==> src/rtl/ristab_pkg.sv <==
`timescale 1ns / 1ps
`default_nettype none
// ----------------------------------------------------------------------------
// ristab_pkg
// Shared codes and types for the reference-counted inode slot table.
// ----------------------------------------------------------------------------
package ristab_pkg;

  // operation codes on the input channel
  localparam logic [1:0] FUNC_ACQUIRE = 2'd0;
  localparam logic [1:0] FUNC_RELEASE = 2'd1;
  localparam logic [1:0] FUNC_CLEAR   = 2'd2;

  // result status codes
  localparam logic [1:0] ST_OK   = 2'd0;
  localparam logic [1:0] ST_FULL = 2'd1;
  localparam logic [1:0] ST_IDLE = 2'd2;
  localparam logic [1:0] ST_SAT  = 2'd3;

  // write enables towards the slot memories
  typedef struct packed {
    logic refs_we;
    logic tag_we;
  } ram_we_t;

endpackage : ristab_pkg
`default_nettype wire

==> src/rtl/ristab_slot_ram.sv <==
`timescale 1ns / 1ps
`default_nettype none
// ----------------------------------------------------------------------------
// ristab_slot_ram
// Tag and count memories of the slot table: one write and one registered
// read port, sharing a read address.
// ----------------------------------------------------------------------------
module ristab_slot_ram #(
  parameter int SLOTS = 64,
  parameter int AW    = 6,
  parameter int IW    = 16,
  parameter int CW    = 16
) (
  input  wire                   clk,
  input  ristab_pkg::ram_we_t   we,
  input  wire  [AW-1:0]         wr_addr,
  input  wire  [IW-1:0]         wr_tag,
  input  wire  [CW-1:0]         wr_refs,
  input  wire  [AW-1:0]         rd_addr,
  output logic [IW-1:0]         rd_tag,
  output logic [CW-1:0]         rd_refs
);

  logic [IW-1:0] tag_mem  [SLOTS];
  logic [CW-1:0] refs_mem [SLOTS];

  always_ff @(posedge clk) begin
    if (we.tag_we) begin
      tag_mem[wr_addr] <= wr_tag;
    end
    if (we.refs_we) begin
      refs_mem[wr_addr] <= wr_refs;
    end
    rd_tag  <= tag_mem[rd_addr];
    rd_refs <= refs_mem[rd_addr];
  end

endmodule : ristab_slot_ram
`default_nettype wire

==> src/rtl/refcounted_inode_slot_table_unit.sv <==
`timescale 1ns / 1ps
`default_nettype none
// ----------------------------------------------------------------------------
// refcounted_inode_slot_table_unit
// Table of inode slots with reference counts: acquire by inode number,
// release by slot, clear all counts.
// ----------------------------------------------------------------------------
// Usage:
//   The input channel (in_valid / in_stall) takes one item: func, inode_number
//   and slot_index. Every item gives exactly one result item on the output
//   channel (out_valid / out_stall). One item is worked on at a time.
//   An acquire scans the count and tag memories one slot per cycle; a hit
//   stops the scan early. A release reads one slot. A clear sweeps every
//   count to zero. Other codes go straight to their result.
//   After reset the block sweeps the count memory and holds in_stall high
//   meanwhile. The result sits in an output register; the next item is taken
//   while it waits. If the receiver stalls, a finished item holds its result
//   and the table update until the output register frees.
// ----------------------------------------------------------------------------
module refcounted_inode_slot_table_unit #(
  parameter int SLOTS      = 64,
  parameter int INODE_BITS = 16,
  parameter int COUNT_BITS = 16
) (
  input  wire         clk,
  input  wire         rst_n,
  input  wire         in_valid,
  output logic        in_stall,
  input  wire  [1:0]  in_func,
  input  wire  [15:0] in_inode_number,
  input  wire  [5:0]  in_slot_index,
  output logic        out_valid,
  input  wire         out_stall,
  output logic [1:0]  out_status,
  output logic [5:0]  out_slot_out,
  output logic        out_load_needed,
  output logic        out_writeback_needed,
  output logic [15:0] out_inode_out
);

  localparam int AW  = (SLOTS > 1) ? $clog2(SLOTS) : 1;
  localparam int IW  = INODE_BITS;
  localparam int CW  = COUNT_BITS;
  localparam int INW = (INODE_BITS < 16) ? INODE_BITS : 16;
  localparam logic [AW-1:0] LAST     = AW'(SLOTS - 1);
  localparam logic [CW-1:0] COUNT_TOP = {CW{1'b1}};

  localparam logic [2:0] S_INIT = 3'd0;
  localparam logic [2:0] S_IDLE = 3'd1;
  localparam logic [2:0] S_SCAN = 3'd2;
  localparam logic [2:0] S_REL  = 3'd3;
  localparam logic [2:0] S_DONE = 3'd4;

  logic [2:0]    state_r, state_nxt;
  logic [AW-1:0] cnt_r, cnt_nxt;
  logic          clr_rep_r, clr_rep_nxt;
  logic [AW-1:0] pidx_r, pidx_nxt;
  logic [IW-1:0] ino_r, ino_nxt;
  logic          have_free_r, have_free_nxt;
  logic [AW-1:0] free_r, free_nxt;
  logic [5:0]    idx_r, idx_nxt;

  logic [1:0]    res_status_r, res_status_nxt;
  logic [5:0]    res_slot_r, res_slot_nxt;
  logic          res_load_r, res_load_nxt;
  logic          res_wb_r, res_wb_nxt;
  logic [15:0]   res_inode_r, res_inode_nxt;

  ristab_pkg::ram_we_t pend_we_r, pend_we_nxt;
  logic [AW-1:0] pend_addr_r, pend_addr_nxt;
  logic [IW-1:0] pend_tag_r, pend_tag_nxt;
  logic [CW-1:0] pend_refs_r, pend_refs_nxt;

  logic          out_valid_r, out_valid_nxt;
  logic [1:0]    out_status_r, out_status_nxt;
  logic [5:0]    out_slot_r, out_slot_nxt;
  logic          out_load_r, out_load_nxt;
  logic          out_wb_r, out_wb_nxt;
  logic [15:0]   out_inode_r, out_inode_nxt;

  ristab_pkg::ram_we_t ram_we;
  logic [AW-1:0] ram_wr_addr;
  logic [IW-1:0] ram_wr_tag;
  logic [CW-1:0] ram_wr_refs;
  logic [AW-1:0] ram_rd_addr;
  logic [IW-1:0] ram_rd_tag;
  logic [CW-1:0] ram_rd_refs;

  logic [IW-1:0] ino_in;
  logic          in_accept;
  logic          out_free;
  logic          hit;
  logic          last_free;
  logic [CW-1:0] dec_refs;

  assign ino_in    = IW'(in_inode_number[INW-1:0]);
  assign in_stall  = (state_r != S_IDLE);
  assign in_accept = in_valid && !in_stall;
  assign out_free  = !out_valid_r || !out_stall;
  assign hit       = (ram_rd_refs != '0) && (ram_rd_tag == ino_r);
  assign last_free = have_free_r || (ram_rd_refs == '0);
  assign dec_refs  = ram_rd_refs - CW'(1);

  ristab_slot_ram #(
    .SLOTS (SLOTS),
    .AW    (AW),
    .IW    (IW),
    .CW    (CW)
  ) u_ram (
    .clk     (clk),
    .we      (ram_we),
    .wr_addr (ram_wr_addr),
    .wr_tag  (ram_wr_tag),
    .wr_refs (ram_wr_refs),
    .rd_addr (ram_rd_addr),
    .rd_tag  (ram_rd_tag),
    .rd_refs (ram_rd_refs)
  );

  always_comb begin
    state_nxt      = state_r;
    cnt_nxt        = cnt_r;
    clr_rep_nxt    = clr_rep_r;
    pidx_nxt       = pidx_r;
    ino_nxt        = ino_r;
    have_free_nxt  = have_free_r;
    free_nxt       = free_r;
    idx_nxt        = idx_r;
    res_status_nxt = res_status_r;
    res_slot_nxt   = res_slot_r;
    res_load_nxt   = res_load_r;
    res_wb_nxt     = res_wb_r;
    res_inode_nxt  = res_inode_r;
    pend_we_nxt    = pend_we_r;
    pend_addr_nxt  = pend_addr_r;
    pend_tag_nxt   = pend_tag_r;
    pend_refs_nxt  = pend_refs_r;
    out_valid_nxt  = out_valid_r && out_stall;
    out_status_nxt = out_status_r;
    out_slot_nxt   = out_slot_r;
    out_load_nxt   = out_load_r;
    out_wb_nxt     = out_wb_r;
    out_inode_nxt  = out_inode_r;
    ram_we         = '0;
    ram_wr_addr    = pend_addr_r;
    ram_wr_tag     = pend_tag_r;
    ram_wr_refs    = pend_refs_r;
    ram_rd_addr    = '0;

    case (state_r)
      S_INIT: begin
        // zero one count per cycle
        ram_we.refs_we = 1'b1;
        ram_wr_addr    = cnt_r;
        ram_wr_refs    = '0;
        cnt_nxt        = AW'(cnt_r + 1'b1);
        if (cnt_r == LAST) begin
          cnt_nxt     = '0;
          clr_rep_nxt = 1'b0;
          state_nxt   = clr_rep_r ? S_DONE : S_IDLE;
        end
      end

      S_IDLE: begin
        if (in_accept) begin
          res_status_nxt = ristab_pkg::ST_OK;
          res_slot_nxt   = '0;
          res_load_nxt   = 1'b0;
          res_wb_nxt     = 1'b0;
          res_inode_nxt  = '0;
          pend_we_nxt    = '0;
          case (in_func)
            ristab_pkg::FUNC_ACQUIRE: begin
              ino_nxt       = ino_in;
              pidx_nxt      = '0;
              have_free_nxt = 1'b0;
              ram_rd_addr   = '0;
              state_nxt     = S_SCAN;
            end
            ristab_pkg::FUNC_RELEASE: begin
              idx_nxt = in_slot_index;
              if (32'(in_slot_index) < 32'(SLOTS)) begin
                ram_rd_addr = AW'(in_slot_index);
                state_nxt   = S_REL;
              end else begin
                res_status_nxt = ristab_pkg::ST_IDLE;
                res_slot_nxt   = in_slot_index;
                state_nxt      = S_DONE;
              end
            end
            ristab_pkg::FUNC_CLEAR: begin
              cnt_nxt     = '0;
              clr_rep_nxt = 1'b1;
              state_nxt   = S_INIT;
            end
            default: begin
              state_nxt = S_DONE;
            end
          endcase
        end
      end

      S_SCAN: begin
        // data for slot pidx_r is on the read port; fetch the next slot
        ram_rd_addr = AW'(pidx_r + 1'b1);
        pidx_nxt    = AW'(pidx_r + 1'b1);
        if (hit) begin
          res_slot_nxt  = 6'(pidx_r);
          res_inode_nxt = 16'(ram_rd_tag);
          res_load_nxt  = 1'b0;
          pend_addr_nxt = pidx_r;
          pend_refs_nxt = ram_rd_refs + CW'(1);
          if (ram_rd_refs == COUNT_TOP) begin
            res_status_nxt = ristab_pkg::ST_SAT;
          end else begin
            res_status_nxt      = ristab_pkg::ST_OK;
            pend_we_nxt.refs_we = 1'b1;
          end
          state_nxt = S_DONE;
        end else begin
          if (ram_rd_refs == '0 && !have_free_r) begin
            have_free_nxt = 1'b1;
            free_nxt      = pidx_r;
          end
          if (pidx_r == LAST) begin
            if (last_free) begin
              res_status_nxt = ristab_pkg::ST_OK;
              res_slot_nxt   = 6'(have_free_r ? free_r : pidx_r);
              res_load_nxt   = 1'b1;
              res_inode_nxt  = 16'(ino_r);
              pend_we_nxt    = '{refs_we: 1'b1, tag_we: 1'b1};
              pend_addr_nxt  = have_free_r ? free_r : pidx_r;
              pend_tag_nxt   = ino_r;
              pend_refs_nxt  = CW'(1);
            end else begin
              res_status_nxt = ristab_pkg::ST_FULL;
            end
            state_nxt = S_DONE;
          end
        end
      end

      S_REL: begin
        res_slot_nxt = idx_r;
        if (ram_rd_refs == '0) begin
          res_status_nxt = ristab_pkg::ST_IDLE;
        end else begin
          res_status_nxt      = ristab_pkg::ST_OK;
          res_wb_nxt          = (dec_refs == '0);
          res_inode_nxt       = 16'(ram_rd_tag);
          pend_we_nxt.refs_we = 1'b1;
          pend_addr_nxt       = AW'(idx_r);
          pend_refs_nxt       = dec_refs;
        end
        state_nxt = S_DONE;
      end

      S_DONE: begin
        // hold the result and the table update until the output register frees
        if (out_free) begin
          out_valid_nxt  = 1'b1;
          out_status_nxt = res_status_r;
          out_slot_nxt   = res_slot_r;
          out_load_nxt   = res_load_r;
          out_wb_nxt     = res_wb_r;
          out_inode_nxt  = res_inode_r;
          ram_we         = pend_we_r;
          state_nxt      = S_IDLE;
        end
      end

      default: begin
        state_nxt = S_INIT;
        cnt_nxt   = '0;
      end
    endcase
  end

  always_ff @(posedge clk) begin
    if (!rst_n) begin
      state_r     <= S_INIT;
      cnt_r       <= '0;
      clr_rep_r   <= 1'b0;
      out_valid_r <= 1'b0;
      pend_we_r   <= '0;
    end else begin
      state_r     <= state_nxt;
      cnt_r       <= cnt_nxt;
      clr_rep_r   <= clr_rep_nxt;
      out_valid_r <= out_valid_nxt;
      pend_we_r   <= pend_we_nxt;
    end
  end

  always_ff @(posedge clk) begin
    pidx_r       <= pidx_nxt;
    ino_r        <= ino_nxt;
    have_free_r  <= have_free_nxt;
    free_r       <= free_nxt;
    idx_r        <= idx_nxt;
    res_status_r <= res_status_nxt;
    res_slot_r   <= res_slot_nxt;
    res_load_r   <= res_load_nxt;
    res_wb_r     <= res_wb_nxt;
    res_inode_r  <= res_inode_nxt;
    pend_addr_r  <= pend_addr_nxt;
    pend_tag_r   <= pend_tag_nxt;
    pend_refs_r  <= pend_refs_nxt;
    out_status_r <= out_status_nxt;
    out_slot_r   <= out_slot_nxt;
    out_load_r   <= out_load_nxt;
    out_wb_r     <= out_wb_nxt;
    out_inode_r  <= out_inode_nxt;
  end

  assign out_valid            = out_valid_r;
  assign out_status           = out_status_r;
  assign out_slot_out         = out_slot_r;
  assign out_load_needed      = out_load_r;
  assign out_writeback_needed = out_wb_r;
  assign out_inode_out        = out_inode_r;

  // a fresh result is only ever loaded from the finishing state
  a_out_from_done: assert property (@(posedge clk) disable iff (!rst_n)
    (out_valid_r && !$past(out_valid_r && out_stall)) |-> $past(state_r == S_DONE))
    else $error("result loaded outside the finishing state");

  // a tag write is always an allocation with count one
  a_tag_alloc: assert property (@(posedge clk) disable iff (!rst_n)
    ram_we.tag_we |-> (ram_we.refs_we && ram_wr_refs == CW'(1)))
    else $error("tag written without allocation");

  // a load request never goes with a writeback or a failing status
  a_load_ok: assert property (@(posedge clk) disable iff (!rst_n)
    (out_valid_r && out_load_r) |-> (out_status_r == ristab_pkg::ST_OK && !out_wb_r))
    else $error("load request with bad status");

  // no item is taken while the count sweep runs
  a_sweep_block: assert property (@(posedge clk) disable iff (!rst_n)
    (state_r == S_INIT) |=> ((state_r != S_SCAN) && (state_r != S_REL)))
    else $error("item started during count sweep");

endmodule : refcounted_inode_slot_table_unit
`default_nettype wire
==> config.mk <==
export PLATFORM = sky130hd
export DESIGN_NAME = refcounted_inode_slot_table_unit
export DESIGN_NICKNAME = d
export VERILOG_FILES = /design/src/rtl/ristab_pkg.sv /design/src/rtl/ristab_slot_ram.sv /design/src/rtl/refcounted_inode_slot_table_unit.sv
export SDC_FILE = /design/constraint.sdc
export NUM_CORES = 2
export LEC_CHECK = 0
export BUFFER_PORTS_ARGS = -buffer_cell sky130_fd_sc_hd__buf_4
export CAP_MARGIN = 10
export CELL_PAD_IN_SITES_DETAIL_PLACEMENT = 1
export CELL_PAD_IN_SITES_GLOBAL_PLACEMENT = 1
export CORE_MARGIN = 5
export CORE_UTILIZATION = 56
export DETAILED_ROUTE_END_ITERATION = 8
export PLACE_DENSITY_LB_ADDON = 0.1
export SLEW_MARGIN = 0
export SYNTH_ARGS = -nofsm -noshare
export SYNTH_HDL_FRONTEND = slang
export SYNTH_SLANG_ARGS = --single-unit
export TNS_END_PERCENT = 50
==> constraint.sdc <==
create_clock -name clk -period 4.11 [get_ports clk]
set_clock_uncertainty 0.1 [all_clocks]
set_input_delay 0 -clock clk [delete_from_list [all_inputs] [get_ports clk]]
set_output_delay 0 -clock clk [all_outputs]
set_load 0.02 [all_outputs]
==> results.toml <==
[status]
status = "finished, final reports clean"

[yosys]
yosys_warnings = 0
yosys_most_used_dff = "edfxtp_1"
syn_area_per_cell_um2 = 20.8
synth-edff-count = 2173
ys_top_cells_by_area = "edfxtp_1 77%, mux4_2 12%, mux2i_1 1.6%, a22oi_1 1.6%, dfxtp_1 1.1%"
synth-seq-cells = 2218
synth.top_cell.area_share = 0.768
synth.cell_area_um2 = 85000
synth_cells = 4083
yosysSeqAreaShare = 0.778
yosys.area.top_type = "edfxtp_1"
syn_nets = 4116
ys_types = 70
synthArstFlopShare = 0

[final_layout]
fin_area_um2 = 98300
final_cells = 6798
final_core_util = 0.649
syn_to_final_growth_pct = 15.7
layout-drive-gt1-share = 0.267
final_nets = 4606
fillers = 12300

[detailed_routing]
drt-pass1-iter-count = 6
avgViaCountPerCell = 6.73
avgRoutedWirePerCell_um = 36.4
vias = 45800
ant_nets = 0
drtIter0Drc = 6394
wl_um = 247000
drcViolationCount = 0

[global_route]
grt_pass1_vias = 46500
grt_overflow = 0
grt.total_usage = 0.314
grt_pass1_wl_um = 352000
antenna_found_initial = 16
grt_max_degree = 65

[cts]
cts.sinks = 2218
cts_tree = "built"
cts_root_buf = "clkbuf_16"
numCtsBuffers = 217
clkTransAtPathRegs_ns = 0.07
clock_latency_ns = 0.85
cts_htree_levels = 4
cts_buffer_depth = 3

[timing]
hold_slack_ns = 0.0609
fin_crit_sh = 0.978
setup_tns_ns = 0
layout_setup_ws_ns = 0.0893
period_minus_slack_ns = 4.02
rsz0062_at_grt = "true"
final_hold_viol_count = 0
finalSetupViolCount = 0
tightest_slew_ns = 1.18
max_slew_margin = 0.215
drv_slew = 0
timing.fmax_ghz = 0.249

[critical_path]
worst-path-max-fanout = 48
r2r_setup_slack_ns = 0.09
r2r-start = "pidx_r[0]"
endpoint_kind = "flop"
rr_worst_depth = 9
start_kind = "flop"
worst_ep_arrival_time_ns = 4.63
criticalPathCategory = "reg -> reg"
required_ns = 4.72
r2r_end = "u_ram.rd_tag[12]"

[pwr]
power_leakage_nw = 31.5
power.total_mw = 54.0
p_per_area_nw_per_um2 = 549
ir_drop_v = 0.000513

[place]
place_ws_ns = 0.0836
post-place-cells = 6330
portBuffers = 55
routabilityCongestion = 0.844
post-dp-hpwl_um = 151000
dpl_cell_area_um2 = 90400

[worst_hold_path]
whs_path_depth = 5
hold_path_end = "clr_rep_r"
hp-class = "in -> reg"
hp-start = "in_func[0]"

[die]
initial_utilization = 0.561
die-area_um2 = 160000
placementRows = 143
fp.dieH_um = 400
core-area_um2 = 151000
die_w_um = 400
boundaryPins = 56

[job]
maxCapViolations = 0
## how the worst max path moves through the flow
stage / start / to / slack, ns
3_5_place_dp: state_r[0] / u_ram.rd_tag[9] / 0.08
4_1_cts: state_r[2] / u_ram.rd_tag[9] / 0.1
2_1_floorplan: ino_r[15] / res_slot_r[0] / 0.72
3_3_place_gp: state_r[0] / u_ram.rd_tag[13] / 0.14
5_1_grt: pidx_r[0] / u_ram.rd_tag[15] / -0.004
6_report: pidx_r[0] / u_ram.rd_tag[12] / 0.09
## final cells by class
class                   count  area, µm²  share of cell area
diodes                      3       7.51           0.0000764
clock buffers             272       5840              0.0594
clock inverters           139       1480              0.0150
inverters                  18       70.1            0.000713
multi-input cells        1631      17900               0.182
flip-flops and latches   2218      66200               0.673
well taps                2030       2540              0.0258
repair buffers            487       4340              0.0442
## synthesized netlist by cell type, types with 4 or more instances
cell      number
a211oi_1       6
nand3b_1      11
edfxtp_1    2173
nor4_1         8
a22oi_1      177
buf_1          4
a21oi_1       39
a32oi_1       68
nor3_1        25
a31oi_1        7
mux4_2       449
and4_1        11
and2_1        22
ha_1           5
or2_2          6
nor2_1       177
xor2_1         4
nand2_1      207
buf_6         15
o21ai_0       33
a22o_1        25
a221oi_1      13
or3_1          5
nand4_1       63
xnor2_1       21
o22ai_1        4
or2_1         23
buf_2         87
nor2b_1        5
and3_1         5
buf_4         17
nor4b_1        4
mux2i_1      136
clkbuf_1      93
nand3_1       30
dfxtp_1       45
inv_1         16
## routing by layer
| metal | part of all wire | global-route usage | vias up |
|---|---|---|---|
| li1 | - | - | 18000 |
| met1 | 0.40 | 0.473 | 24500 |
| met2 | 0.46 | 0.469 | 2877 |
| met3 | 0.11 | 0.0754 | 375 |
| met4 | 0.027 | 0.0842 | 10 |
| met5 | 0.00026 | 0 | - |
## cell families after synthesis
group | count (synthesis) | synth area share
buf+inv | 234 | 0.0137
simple gates | 616 | 0.0345
fa+ha+maj | 5 | 0.000736
flops | 2218 | 0.778
xor+xnor | 25 | 0.00258
mux | 586 | 0.135
compound gates | 399 | 0.0349
## registers in the layout, indices dropped and copies added, names as in the netlist, 16 cells and up
signal and count:
u_ram.tag_mem 1024, u_ram.rd_tag 16, u_ram.refs_mem 1024, res_inode_r 16, out_inode_out 16, pend_tag_r 16
pend_refs_r 16, u_ram.rd_refs 16, ino_r 16
## worst max-delay path: stages (launching register included)
cell and delay [ns]:
edfxtp_1 0.52, ha_1 0.32, xnor2_1 0.21, o22ai_4 0.28
buf_12 0.26, buf_12 0.27, mux4_2 0.37, a22oi_1 0.39
nand4_1 0.61, or2_1 0.42
## what timing repair did
item,in CTS,in global routing
gates resized for setup,0,7
pin swaps,1,4
hold buffers,52,0
endpoints found under the hold margin,115,0
setup endpoints to repair,1,4
buffers inserted,2,0
## placed cells by master (no fill, tap or decap), types with 43 or more instances in the layout
cell / netlist / layout
edfxtp_1: 2173 / 2173
mux4_2: 449 / 449
buf_4: 17 / 391
clkbuf_16: 0 / 221
nand2_1: 207 / 207
a22oi_1: 177 / 176
nor2_1: 177 / 175
mux2i_1: 136 / 136
a32oi_1: 68 / 66
nand4_1: 63 / 63
clkinv_2: 0 / 55
dlygate4sd3_1: 0 / 52
dfxtp_1: 45 / 43
buf_12: 0 / 43
## power breakdown
group / internal, mW / total (mW) / switching, mW / leakage [nW]
clock: 11.8 / 20.4 / 8.60 / 3.61
sequential: 26.9 / 27.5 / 0.544 / 20.3
combinational: 1.62 / 6.18 / 4.56 / 7.62
total: 40.3 / 54.0 / 13.7 / 31.5
(Power assumes the default switching activity.)
